$ cat src/design/json_top_level_key_scanner_unit_macros.svh
// Assertion macros used by the scanner's top-level RTL file.
`ifndef JSON_TOP_LEVEL_KEY_SCANNER_UNIT_MACROS_SVH
`define JSON_TOP_LEVEL_KEY_SCANNER_UNIT_MACROS_SVH

// A property checked on every rising edge while reset is released.
`define JTKS_ASSERT_ALWAYS(label, clk, rst_n, prop, msg) \
    label: assert property (@(posedge clk) disable iff (!rst_n) (prop)) else $error(msg);

// A condition that must hold in the cycle after a trigger.
`define JTKS_ASSERT_NEXT(label, clk, rst_n, trig, prop, msg) \
    label: assert property (@(posedge clk) disable iff (!rst_n) (trig) |=> (prop)) \
        else $error(msg);

`endif

$ cat src/design/jtks_pkg.sv
`default_nettype none

package jtks_pkg;

    localparam int unsigned KEY_W = 32;

    localparam logic [7:0] CH_LBRACK    = 8'h5B;
    localparam logic [7:0] CH_RBRACK    = 8'h5D;
    localparam logic [7:0] CH_LBRACE    = 8'h7B;
    localparam logic [7:0] CH_RBRACE    = 8'h7D;
    localparam logic [7:0] CH_COLON     = 8'h3A;
    localparam logic [7:0] CH_COMMA     = 8'h2C;
    localparam logic [7:0] CH_QUOTE     = 8'h22;
    localparam logic [7:0] CH_BACKSLASH = 8'h5C;
    localparam logic [7:0] CH_SPACE     = 8'h20;
    localparam logic [7:0] CH_TAB       = 8'h09;
    localparam logic [7:0] CH_CR        = 8'h0D;
    localparam logic [7:0] CH_LF        = 8'h0A;

    localparam logic EVT_KEY   = 1'b0;
    localparam logic EVT_VALUE = 1'b1;

    typedef enum logic [3:0] {
        MODE_WAIT   = 4'b0001,
        MODE_ARRAY  = 4'b0010,
        MODE_OBJECT = 4'b0100,
        MODE_SCALAR = 4'b1000
    } t_doc_mode;

    typedef struct packed {
        logic             valid;
        logic             kind;
        logic [KEY_W-1:0] key_start;
        logic [KEY_W-1:0] key_end;
    } t_event;

    typedef struct packed {
        t_doc_mode mode;
        logic      in_string;
        logic      key_pending;
        logic      pos_zero;
    } t_scan_status;

endpackage

`default_nettype wire

$ cat src/design/jtks_if.sv
`default_nettype none

interface jtks_byte_if;
    logic       valid;
    logic       ready;
    logic [7:0] doc_byte;
    logic       last;

    modport source (output valid, output doc_byte, output last, input ready);
    modport sink   (input valid, input doc_byte, input last, output ready);
endinterface

interface jtks_event_if;
    logic                        valid;
    logic                        ready;
    logic                        event_kind;
    logic [jtks_pkg::KEY_W-1:0]  key_start;
    logic [jtks_pkg::KEY_W-1:0]  key_end;

    modport source (output valid, output event_kind, output key_start, output key_end,
                    input ready);
    modport sink   (input valid, input event_kind, input key_start, input key_end,
                    output ready);
endinterface

`default_nettype wire

$ cat src/design/jtks_scan_core.sv
`default_nettype none

module jtks_scan_core #(
    parameter int unsigned DEPTH_BITS  = 16,
    parameter int unsigned OFFSET_BITS = 32
) (
    input  wire logic                   i_clk,
    input  wire logic                   i_rst_n,
    input  wire logic                   i_en,
    input  wire logic [7:0]             i_doc_byte,
    input  wire logic                   i_last,
    output jtks_pkg::t_event            o_evt,
    output jtks_pkg::t_scan_status      o_status
);

    localparam logic [DEPTH_BITS-1:0] DEPTH_MAX = {DEPTH_BITS{1'b1}};

    jtks_pkg::t_doc_mode      r_mode, n_mode;
    logic                     r_elem_obj, n_elem_obj;
    logic [DEPTH_BITS-1:0]    r_depth, n_depth;
    logic                     r_in_string, n_in_string;
    logic                     r_escape, n_escape;
    logic                     r_at_row, n_at_row;
    logic                     r_key_pending, n_key_pending;
    logic                     r_skip, n_skip;
    logic [OFFSET_BITS-1:0]   r_pend_start, n_pend_start;
    logic [OFFSET_BITS-1:0]   r_pend_end, n_pend_end;
    logic [OFFSET_BITS-1:0]   r_pos, n_pos;

    logic                     is_space;
    jtks_pkg::t_event         evt;

    assign is_space = i_doc_byte inside {jtks_pkg::CH_SPACE, jtks_pkg::CH_TAB,
                                         jtks_pkg::CH_CR, jtks_pkg::CH_LF};

    always_comb begin
        logic                  go;
        logic                  arr;
        logic                  at_top;
        logic                  at_row;
        logic [DEPTH_BITS-1:0] key_depth;

        n_mode        = r_mode;
        n_elem_obj    = r_elem_obj;
        n_depth       = r_depth;
        n_in_string   = r_in_string;
        n_escape      = r_escape;
        n_at_row      = r_at_row;
        n_key_pending = r_key_pending;
        n_skip        = r_skip;
        n_pend_start  = r_pend_start;
        n_pend_end    = r_pend_end;
        n_pos         = r_pos + OFFSET_BITS'(1);
        evt           = '{valid: 1'b0, kind: jtks_pkg::EVT_KEY, key_start: '0, key_end: '0};
        go            = 1'b1;

        // The first non-space byte fixes the document mode.
        if (r_mode == jtks_pkg::MODE_WAIT && !is_space) begin
            if (i_doc_byte == jtks_pkg::CH_LBRACK) begin
                n_mode = jtks_pkg::MODE_ARRAY;
            end else if (i_doc_byte == jtks_pkg::CH_LBRACE) begin
                n_mode     = jtks_pkg::MODE_OBJECT;
                n_elem_obj = 1'b1;
            end else begin
                n_mode    = jtks_pkg::MODE_SCALAR;
                evt.valid = 1'b1;
                evt.kind  = jtks_pkg::EVT_VALUE;
            end
        end

        arr       = (n_mode == jtks_pkg::MODE_ARRAY);
        at_top    = arr && (r_depth == DEPTH_BITS'(1));
        key_depth = arr ? DEPTH_BITS'(2) : DEPTH_BITS'(1);
        at_row    = n_elem_obj && (r_depth == key_depth);

        if (n_mode == jtks_pkg::MODE_ARRAY || n_mode == jtks_pkg::MODE_OBJECT) begin
            if (r_in_string) begin
                if (r_escape) begin
                    n_escape = 1'b0;
                end else if (i_doc_byte == jtks_pkg::CH_BACKSLASH) begin
                    n_escape = 1'b1;
                end else if (i_doc_byte == jtks_pkg::CH_QUOTE) begin
                    n_in_string = 1'b0;
                    if (r_at_row) begin
                        n_key_pending = 1'b1;
                        n_pend_end    = r_pos;
                    end
                end
            end else begin
                if (r_key_pending) begin
                    if (is_space) begin
                        go = 1'b0;
                    end else begin
                        n_key_pending = 1'b0;
                        if (i_doc_byte == jtks_pkg::CH_COLON) begin
                            go            = 1'b0;
                            evt.valid     = 1'b1;
                            evt.kind      = jtks_pkg::EVT_KEY;
                            evt.key_start = jtks_pkg::KEY_W'(r_pend_start);
                            evt.key_end   = jtks_pkg::KEY_W'(r_pend_end);
                        end
                    end
                end
                if (go && r_skip) begin
                    if (i_doc_byte != jtks_pkg::CH_COMMA && i_doc_byte != jtks_pkg::CH_RBRACK) begin
                        go = 1'b0;
                    end else begin
                        n_skip = 1'b0;
                    end
                end
                if (go) begin
                    if (i_doc_byte == jtks_pkg::CH_QUOTE) begin
                        n_in_string = 1'b1;
                        n_escape    = 1'b0;
                        n_at_row    = at_row;
                        if (at_row) begin
                            n_pend_start = r_pos;
                        end else if (at_top) begin
                            evt.valid = 1'b1;
                            evt.kind  = jtks_pkg::EVT_VALUE;
                        end
                    end else if (i_doc_byte == jtks_pkg::CH_LBRACE ||
                                 i_doc_byte == jtks_pkg::CH_LBRACK) begin
                        if (at_top) begin
                            n_elem_obj = (i_doc_byte == jtks_pkg::CH_LBRACE);
                            if (i_doc_byte == jtks_pkg::CH_LBRACK) begin
                                evt.valid = 1'b1;
                                evt.kind  = jtks_pkg::EVT_VALUE;
                            end
                        end
                        if (r_depth != DEPTH_MAX) begin
                            n_depth = r_depth + DEPTH_BITS'(1);
                        end
                    end else if (i_doc_byte == jtks_pkg::CH_RBRACE ||
                                 i_doc_byte == jtks_pkg::CH_RBRACK) begin
                        if (r_depth != '0) begin
                            n_depth = r_depth - DEPTH_BITS'(1);
                        end
                    end else if (at_top && i_doc_byte != jtks_pkg::CH_COMMA && !is_space) begin
                        n_skip    = 1'b1;
                        evt.valid = 1'b1;
                        evt.kind  = jtks_pkg::EVT_VALUE;
                    end
                end
            end
        end

        // The final byte closes the document and returns the scanner to its start.
        if (i_last) begin
            if (n_mode == jtks_pkg::MODE_WAIT) begin
                evt.valid = 1'b1;
                evt.kind  = jtks_pkg::EVT_VALUE;
            end
            n_mode        = jtks_pkg::MODE_WAIT;
            n_elem_obj    = 1'b0;
            n_depth       = '0;
            n_in_string   = 1'b0;
            n_escape      = 1'b0;
            n_at_row      = 1'b0;
            n_key_pending = 1'b0;
            n_skip        = 1'b0;
            n_pos         = '0;
        end
    end

    always_ff @(posedge i_clk) begin
        if (!i_rst_n) begin
            r_mode        <= jtks_pkg::MODE_WAIT;
            r_elem_obj    <= 1'b0;
            r_depth       <= '0;
            r_in_string   <= 1'b0;
            r_escape      <= 1'b0;
            r_at_row      <= 1'b0;
            r_key_pending <= 1'b0;
            r_skip        <= 1'b0;
            r_pos         <= '0;
        end else if (i_en) begin
            r_mode        <= n_mode;
            r_elem_obj    <= n_elem_obj;
            r_depth       <= n_depth;
            r_in_string   <= n_in_string;
            r_escape      <= n_escape;
            r_at_row      <= n_at_row;
            r_key_pending <= n_key_pending;
            r_skip        <= n_skip;
            r_pos         <= n_pos;
        end
    end

    always_ff @(posedge i_clk) begin
        if (i_en) begin
            r_pend_start <= n_pend_start;
            r_pend_end   <= n_pend_end;
        end
    end

    assign o_evt                = evt;
    assign o_status.mode        = r_mode;
    assign o_status.in_string   = r_in_string;
    assign o_status.key_pending = r_key_pending;
    assign o_status.pos_zero    = (r_pos == '0);

endmodule

`default_nettype wire

$ cat src/design/json_top_level_key_scanner_unit.sv
// Structural key scanner for a validated JSON document.
// The i_byte channel carries the document one byte per transfer, with last set on
// the final byte. The o_event channel carries at most one event per byte: a key
// event with the offsets of a row key's opening and closing quotes, or a value
// event (offsets zero) for a non-object array element, a scalar document or an
// empty document. Each accepted byte is held in an input register, scanned from
// there once the output register is free, and its event, if any, lands in the
// output register. One byte is taken per cycle while the receiver takes events,
// set by the single pass of the scanning logic between the two registers.
// While the output register holds an event that the receiver does not take, the
// byte waiting in the input register stays there and i_byte.ready drops once that
// register is full; no event is lost or repeated.
// After the byte marked last the scanner state returns to its reset values and the
// next byte starts a new document at offset zero. Reset (i_rst_n low, synchronous)
// empties both registers and clears the scanner state.
`default_nettype none
`include "json_top_level_key_scanner_unit_macros.svh"

module json_top_level_key_scanner_unit #(
    parameter int unsigned DEPTH_BITS  = 16,
    parameter int unsigned OFFSET_BITS = 32
) (
    input  wire logic       i_clk,
    input  wire logic       i_rst_n,
    jtks_byte_if.sink       i_byte,
    jtks_event_if.source    o_event
);

    logic                      r_in_valid;
    logic [7:0]                r_in_byte;
    logic                      r_in_last;
    logic                      r_out_valid;
    jtks_pkg::t_event          r_out;
    logic                      proc;
    jtks_pkg::t_event          evt;
    jtks_pkg::t_scan_status    status;

    assign proc         = r_in_valid && (!r_out_valid || o_event.ready);
    assign i_byte.ready = !r_in_valid || proc;

    always_ff @(posedge i_clk) begin
        if (!i_rst_n) begin
            r_in_valid <= 1'b0;
        end else if (i_byte.valid && i_byte.ready) begin
            r_in_valid <= 1'b1;
        end else if (proc) begin
            r_in_valid <= 1'b0;
        end
    end

    always_ff @(posedge i_clk) begin
        if (i_byte.valid && i_byte.ready) begin
            r_in_byte <= i_byte.doc_byte;
            r_in_last <= i_byte.last;
        end
    end

    jtks_scan_core #(
        .DEPTH_BITS  (DEPTH_BITS),
        .OFFSET_BITS (OFFSET_BITS)
    ) u_core (
        .i_clk      (i_clk),
        .i_rst_n    (i_rst_n),
        .i_en       (proc),
        .i_doc_byte (r_in_byte),
        .i_last     (r_in_last),
        .o_evt      (evt),
        .o_status   (status)
    );

    always_ff @(posedge i_clk) begin
        if (!i_rst_n) begin
            r_out_valid <= 1'b0;
        end else if (proc && evt.valid) begin
            r_out_valid <= 1'b1;
        end else if (o_event.ready) begin
            r_out_valid <= 1'b0;
        end
    end

    always_ff @(posedge i_clk) begin
        if (proc && evt.valid) begin
            r_out <= evt;
        end
    end

    assign o_event.valid      = r_out_valid;
    assign o_event.event_kind = r_out.kind;
    assign o_event.key_start  = r_out.key_start;
    assign o_event.key_end    = r_out.key_end;

    `JTKS_ASSERT_ALWAYS(a_stall_holds_input, i_clk, i_rst_n, !(r_in_valid && r_out_valid && !o_event.ready && i_byte.ready), "input taken while the scanner is stalled")
    `JTKS_ASSERT_ALWAYS(a_string_needs_struct, i_clk, i_rst_n, !(status.in_string || status.key_pending) || status.mode == jtks_pkg::MODE_ARRAY || status.mode == jtks_pkg::MODE_OBJECT, "string state outside array or object mode")
    `JTKS_ASSERT_NEXT(a_last_restarts, i_clk, i_rst_n, proc && r_in_last, status.mode == jtks_pkg::MODE_WAIT && status.pos_zero, "scanner not restarted after the final byte")

endmodule

`default_nettype wire
$ cat src/flat_wrapper.sv
// flat-port wrapper written by rule: the top's interface ports become plain ports
module json_top_level_key_scanner_unit_flat 
#(
    parameter int unsigned DEPTH_BITS  = 16,
    parameter int unsigned OFFSET_BITS = 32
)
  (i_clk, i_rst_n, i_byte_valid, i_byte_doc_byte, i_byte_last, i_byte_ready, o_event_valid, o_event_event_kind, o_event_key_start, o_event_key_end, o_event_ready);
  jtks_byte_if i_byte_i ();
  jtks_event_if o_event_i ();
  input  wire logic i_clk;
  input  wire logic i_rst_n;
  input wire logic [$bits(i_byte_i.valid)-1:0] i_byte_valid;
  input wire logic [$bits(i_byte_i.doc_byte)-1:0] i_byte_doc_byte;
  input wire logic [$bits(i_byte_i.last)-1:0] i_byte_last;
  output wire logic [$bits(i_byte_i.ready)-1:0] i_byte_ready;
  output wire logic [$bits(o_event_i.valid)-1:0] o_event_valid;
  output wire logic [$bits(o_event_i.event_kind)-1:0] o_event_event_kind;
  output wire logic [$bits(o_event_i.key_start)-1:0] o_event_key_start;
  output wire logic [$bits(o_event_i.key_end)-1:0] o_event_key_end;
  input wire logic [$bits(o_event_i.ready)-1:0] o_event_ready;
  assign i_byte_i.valid = i_byte_valid;
  assign i_byte_i.doc_byte = i_byte_doc_byte;
  assign i_byte_i.last = i_byte_last;
  assign i_byte_ready = i_byte_i.ready;
  assign o_event_valid = o_event_i.valid;
  assign o_event_event_kind = o_event_i.event_kind;
  assign o_event_key_start = o_event_i.key_start;
  assign o_event_key_end = o_event_i.key_end;
  assign o_event_i.ready = o_event_ready;
  json_top_level_key_scanner_unit #(.DEPTH_BITS(DEPTH_BITS), .OFFSET_BITS(OFFSET_BITS)) u_core (.i_clk(i_clk), .i_rst_n(i_rst_n), .i_byte(i_byte_i), .o_event(o_event_i));
endmodule
$ cat config.mk
export PLATFORM = sky130hd
export DESIGN_NAME = json_top_level_key_scanner_unit_flat
export DESIGN_NICKNAME = d
export VERILOG_FILES = /design/src/design/jtks_pkg.sv /design/src/design/jtks_if.sv /design/src/design/jtks_scan_core.sv /design/src/design/json_top_level_key_scanner_unit.sv /design/src/flat_wrapper.sv
export VERILOG_INCLUDE_DIRS = /design/src /design/src/design
export SDC_FILE = /design/constraint.sdc
export NUM_CORES = 1
export LEC_CHECK = 0
export BUFFER_PORTS_ARGS = -buffer_cell sky130_fd_sc_hd__buf_2
export CORE_MARGIN = 2
export CORE_UTILIZATION = 55
export CTS_BUF_LIST = sky130_fd_sc_hd__clkbuf_2 sky130_fd_sc_hd__clkbuf_4 sky130_fd_sc_hd__clkbuf_8
export DETAILED_ROUTE_END_ITERATION = 8
export PLACE_DENSITY = 0.78
export SLEW_MARGIN = 20
export SYNTH_ARGS = -nofsm -noshare
export SYNTH_HDL_FRONTEND = slang
export SYNTH_SLANG_ARGS = --single-unit
$ cat constraint.sdc
create_clock -name i_clk -period 5.5 [get_ports i_clk]
set_input_delay 0.825 -clock i_clk [delete_from_list [all_inputs] [get_ports i_clk]]
set_output_delay 0.825 -clock i_clk [all_outputs]
set_load 0.1 [all_outputs]
==> metrics.md <==
| Metric | Value |
|---|---|
| Clock Root Buffer | `clkbuf_8` |
| Post-synth EDFFs | `138` |
| Critical R2R Capture | `u_core.o_event.key_end[20]` |
| Largest net degree at the start of global routing | `between 60 and 70` |
| DR vias | `approximately 5,500` |
| Synth Flop Type | `edfxtp_1` |
| Global-route met3 utilization | `around 4.3%` |
| Post-synthesis mux area share | `0.2449%` |
| Commonest cells after routing, fill and taps aside | `138 x edfxtp_1, 79 x buf_2, 74 x and3_1` |
| GRT Total Usage | `between 10% and 20%` |
| Commonest non-fill, non-tap cell in the layout | `edfxtp_1` |
| Status | `finished clean` |
| Async SR Flop Fraction | `0%` |
| Final setup vio count | `0` |
| Met2 GRT Util | `33.65%` |
| Via/cell ratio | `around 6` |
| Post-CTS Setup Inserts | `0` |
| Synthesized area | `just over 8000 um^2` |
| Die Width | `125.9 um` |
| Worst path slowest cell | `a21oi_4` |
| Leak | `between 3 and 4 nW` |
| Max Slew Vio Count | `0` |
| Mapped Cells | `between 600 and 700` |
| Row Count | `44` |
| Clock sink count | `198` |
| Worst Hold Depth | `0` |
| Number of global-route vias before repair | `~5,200` |
| Antenna Nets Post-Route | `0` |
| Actual slew at the worst max-slew pin | `about 1 ns` |
| TritonCTS clock tree | `yes` |
| Crit Path Class | `flip-flop to flip-flop` |
| Synthesized-area fraction occupied by and/or/nand/nor cells | `roughly a fifth` |
| R2R Setup Slk | `~1.4 ns` |
| TritonRoute pass-1 iters | `5` |
| Fmax | `approximately 240 MHz` |
| Synth Area in Adders | `0.7653%` |
| Clock insertion delay at the later pin of the skew report | `between 0.4 and 0.5 ns` |
| Max VDD drop | `0.1793 mV` |
| Final Core Density | `62.86%` |
| GR peak layer | `met2` |
| Gate power share | `10.7%` |
| Critical Path RT | `roughly 5.6 ns` |
| Port Buffer Count | `79` |
| R2R cell count | `7` |
| First-pass GRT wire length | `25,320 um` |
| Setup crit start kind | `flip-flop` |
| Fin crit share | `about three quarters` |
| Post-synthesis cell type count | `between 50 and 60` |
| Max-slew headroom | `32.39%` |
| Int Pwr | `between 2 and 2.5 mW` |
| Largest fanout on the critical path | `26` |
| Hold Path Class | `flip-flop to flip-flop` |
| Avg Cell Area, Syn | `between 10 and 15 um^2` |
| Die Ht | `approximately 130 um` |
| Final TNS setup | `0 ns` |
| DPL Wire Length | `between 10,000 and 15,000 um` |
| Synth Register Bits | `roughly 200` |
| Die area | `roughly 16,000 um^2` |
| Remaining Overflow, GRT | `0` |
| Power per Cell Area | `321.5 nW/um^2` |
| Initial antenna violation count | `0` |
| Worst hold path startpoint | `u_core.u_core.r_pos[17]` |
| Fillers | `roughly 1,100` |
| Sequential area share after synthesis | `65.39%` |
| Xor and xnor area share after synthesis | `under 10%` |
| Final Hold Fails | `0` |
| Clock Skew | `approximately 0.018 ns` |
| Initial Util | `around 56%` |
| Io pins | `80` |
| H-Tree Depth | `4` |
| Critical Path AT | `approximately 4.3 ns` |
| Worst r2r src | `u_core.u_core.r_depth[2]` |
| Synthesized Nets | `just under 700` |
| Initial DRC Count | `376` |
| Worst Setup End Kind | `flip-flop` |
| Worst Path Buf+Inv | `1` |
| Largest family of logic cells by synthesized area | `simple AND/OR/NAND/NOR gates` |
| Clock transition at path regs | `roughly 0.1 ns` |
| Total of max-cap violations | `0` |
| Net Sw Frac | `~27%` |
| RePlAce Congestion | `around 0.94` |
| Hold path endpoint | `u_core.u_core.r_pend_end[17]` |
| Worst path max stage delay | `0.71 ns` |
| Clock power share | `~33%` |
| Seq pwr share | `around 56%` |
| Residual DRC | `0` |
| WL/cell | `between 15 and 20 um` |
| Top delay family on crit path | `simple AND/OR/NAND/NOR gates` |
| Hold_buf cts | `0` |
| Sw Pwr | `0.8019 mW` |
| RSZ-0062 raised after global routing | `false` |
| Finished Cell Area | `9136 um^2` |
| Clk buf depth | `2` |
| Fin nets | `~750` |
| Drt total wl | `around 16,000 um` |
| Yosys warns | `0` |
| Placed instance area | `a little under 9000 um^2` |
| Synth Area in Compound Gates | `about 7.4%` |
| Post-CTS Resized | `0` |
| Share of cells above drive strength 1 | `between 10% and 20%` |
| Final min period | `slightly above 4 ns` |
| Worst-path cell chain | `nor4_2 -> nand4_1 -> or3b_2 -> nor4_1 -> o311ai_0 -> a21oi_4 -> buf_4` |
| Antenna diodes | `0` |
| Cts bufs inserted | `17` |
| Met1 Usage GRT | `around 25%` |
| Area Overhead vs Synth | `11.77%` |
| Core ar. | `around 15,000 um^2` |
[logic make-up (layout without fill, tap and decap cells)]
logic type / Yosys count / in the layout
multiplexers: 2 / 2
adder cells (fa/ha/maj): 5 / 5
flip-flops: 198 / 198
AO/OA/AOI/OAI: 93 / 93
XOR/XNOR: 31 / 31
AND/OR/NAND/NOR: 286 / 286
buffers and inverters: 47 / 126
[metal layers]
metal / vias to the layer above / part of all wire, %
li1: 2641 / -
met4: 0 / 2.1
met5: - / 0
met3: 34 / 5.9
met2: 199 / 50
met1: 2657 / 42
[cells in the mapped netlist, types with 3 or more instances]
library cell    n  share of area (%)
edfxtp_1      138                 51
o31ai_1        11                1.0
nand2_1        26                1.2
a31oi_1        13               0.99
nand3_1        23                1.4
nor3_1         18                1.1
a21oi_1        23                1.4
nor2b_1         5               0.38
nand4_1        14                1.1
and3_1         74                5.7
or3_1           8               0.61
o211ai_1        3               0.28
and4b_1         3               0.37
nor3b_1         3               0.28
inv_1           9               0.41
nand4b_1        3               0.32
and4_1          3               0.32
xnor2_1        10                1.1
a41oi_1         3               0.32
a21boi_0        6               0.55
clkbuf_1       28                1.3
nor4_1          7               0.54
dfxtp_1        60                 15
nand2b_1        7               0.54
o21ai_0        15               0.92
a21o_1          3               0.28
nor4b_1         7               0.75
xor2_1         21                2.3
and2_1          6               0.46
or4_1          15                1.4
buf_2           5               0.31
ha_1            5               0.77
nor2_1         51                2.3
[power groups by stage]
stage	clock [mW]	combinational (mW)	sequential [mW]
2_1_floorplan	0	0.0527	1.89
6_report	0.982	0.315	1.64
3_3_place_gp	0	0.312	1.67
4_1_cts	0.994	0.316	1.64
3_5_place_dp	0	0.316	1.67
5_1_grt	1.05	0.325	1.65
[area by class of cell]
type	count	area, um^2	share of cell area [%]
Sequential cell	198	5345	58.50
Multi-Input combinational cell	417	2659	29.10
Timing Repair Buffer	85	440.4	4.821
Clock buffer	19	255.2	2.794
Tap cell	184	230.2	2.520
Clock inverter	13	172.7	1.890
Inverter	9	33.78	0.3698
[how the worst max path moves through the flow]
stage | end | start | slack, ns | depth (start not counted)
floorplan | u_core.o_event.event_kind | u_core.u_core.r_depth[3] | 1.11 | 7
finish | u_core.o_event.key_end[20] | u_core.u_core.r_depth[2] | 1.37 | 7
detailed placement | u_core.o_event.key_end[20] | u_core.u_core.r_depth[2] | 1.46 | 7
global route | u_core.o_event.key_end[20] | u_core.u_core.r_depth[2] | 1.09 | 7
CTS | u_core.o_event.key_end[20] | u_core.u_core.r_depth[2] | 1.42 | 7
global placement | u_core.o_event.key_start[0] | u_core.u_core.r_depth[2] | 1.68 | 7
[flip-flops by register name (all words and copies together), names as in the netlist]
name	flops
u_core.o_event.event_kind	1
u_core.o_event.key_end	32
u_core.o_event.key_start	32
u_core.o_event.valid	1
u_core.r_in_byte	8
u_core.r_in_last	1
u_core.r_in_valid	1
u_core.u_core.r_at_row	1
u_core.u_core.r_depth	16
u_core.u_core.r_elem_obj	1
u_core.u_core.r_escape	1
u_core.u_core.r_in_string	1
u_core.u_core.r_key_pending	1
u_core.u_core.r_mode	4
u_core.u_core.r_pend_end	32
u_core.u_core.r_pend_start	32
u_core.u_core.r_pos	32
u_core.u_core.r_skip	1
[metrics by stage]
step	setup WS [ns]	hold slack [ns]	instances	total power, mW
detailed placement	1.459	0.4768	893	1.990
finish	1.375	0.4906	925	2.937
global placement	1.680	0.4692	893	1.984
CTS	1.423	0.4981	925	2.950
global route	1.087	0.5141	925	3.017
floorplan	1.113	0.4453	662	1.940
Power figures use the tool's default switching activity.
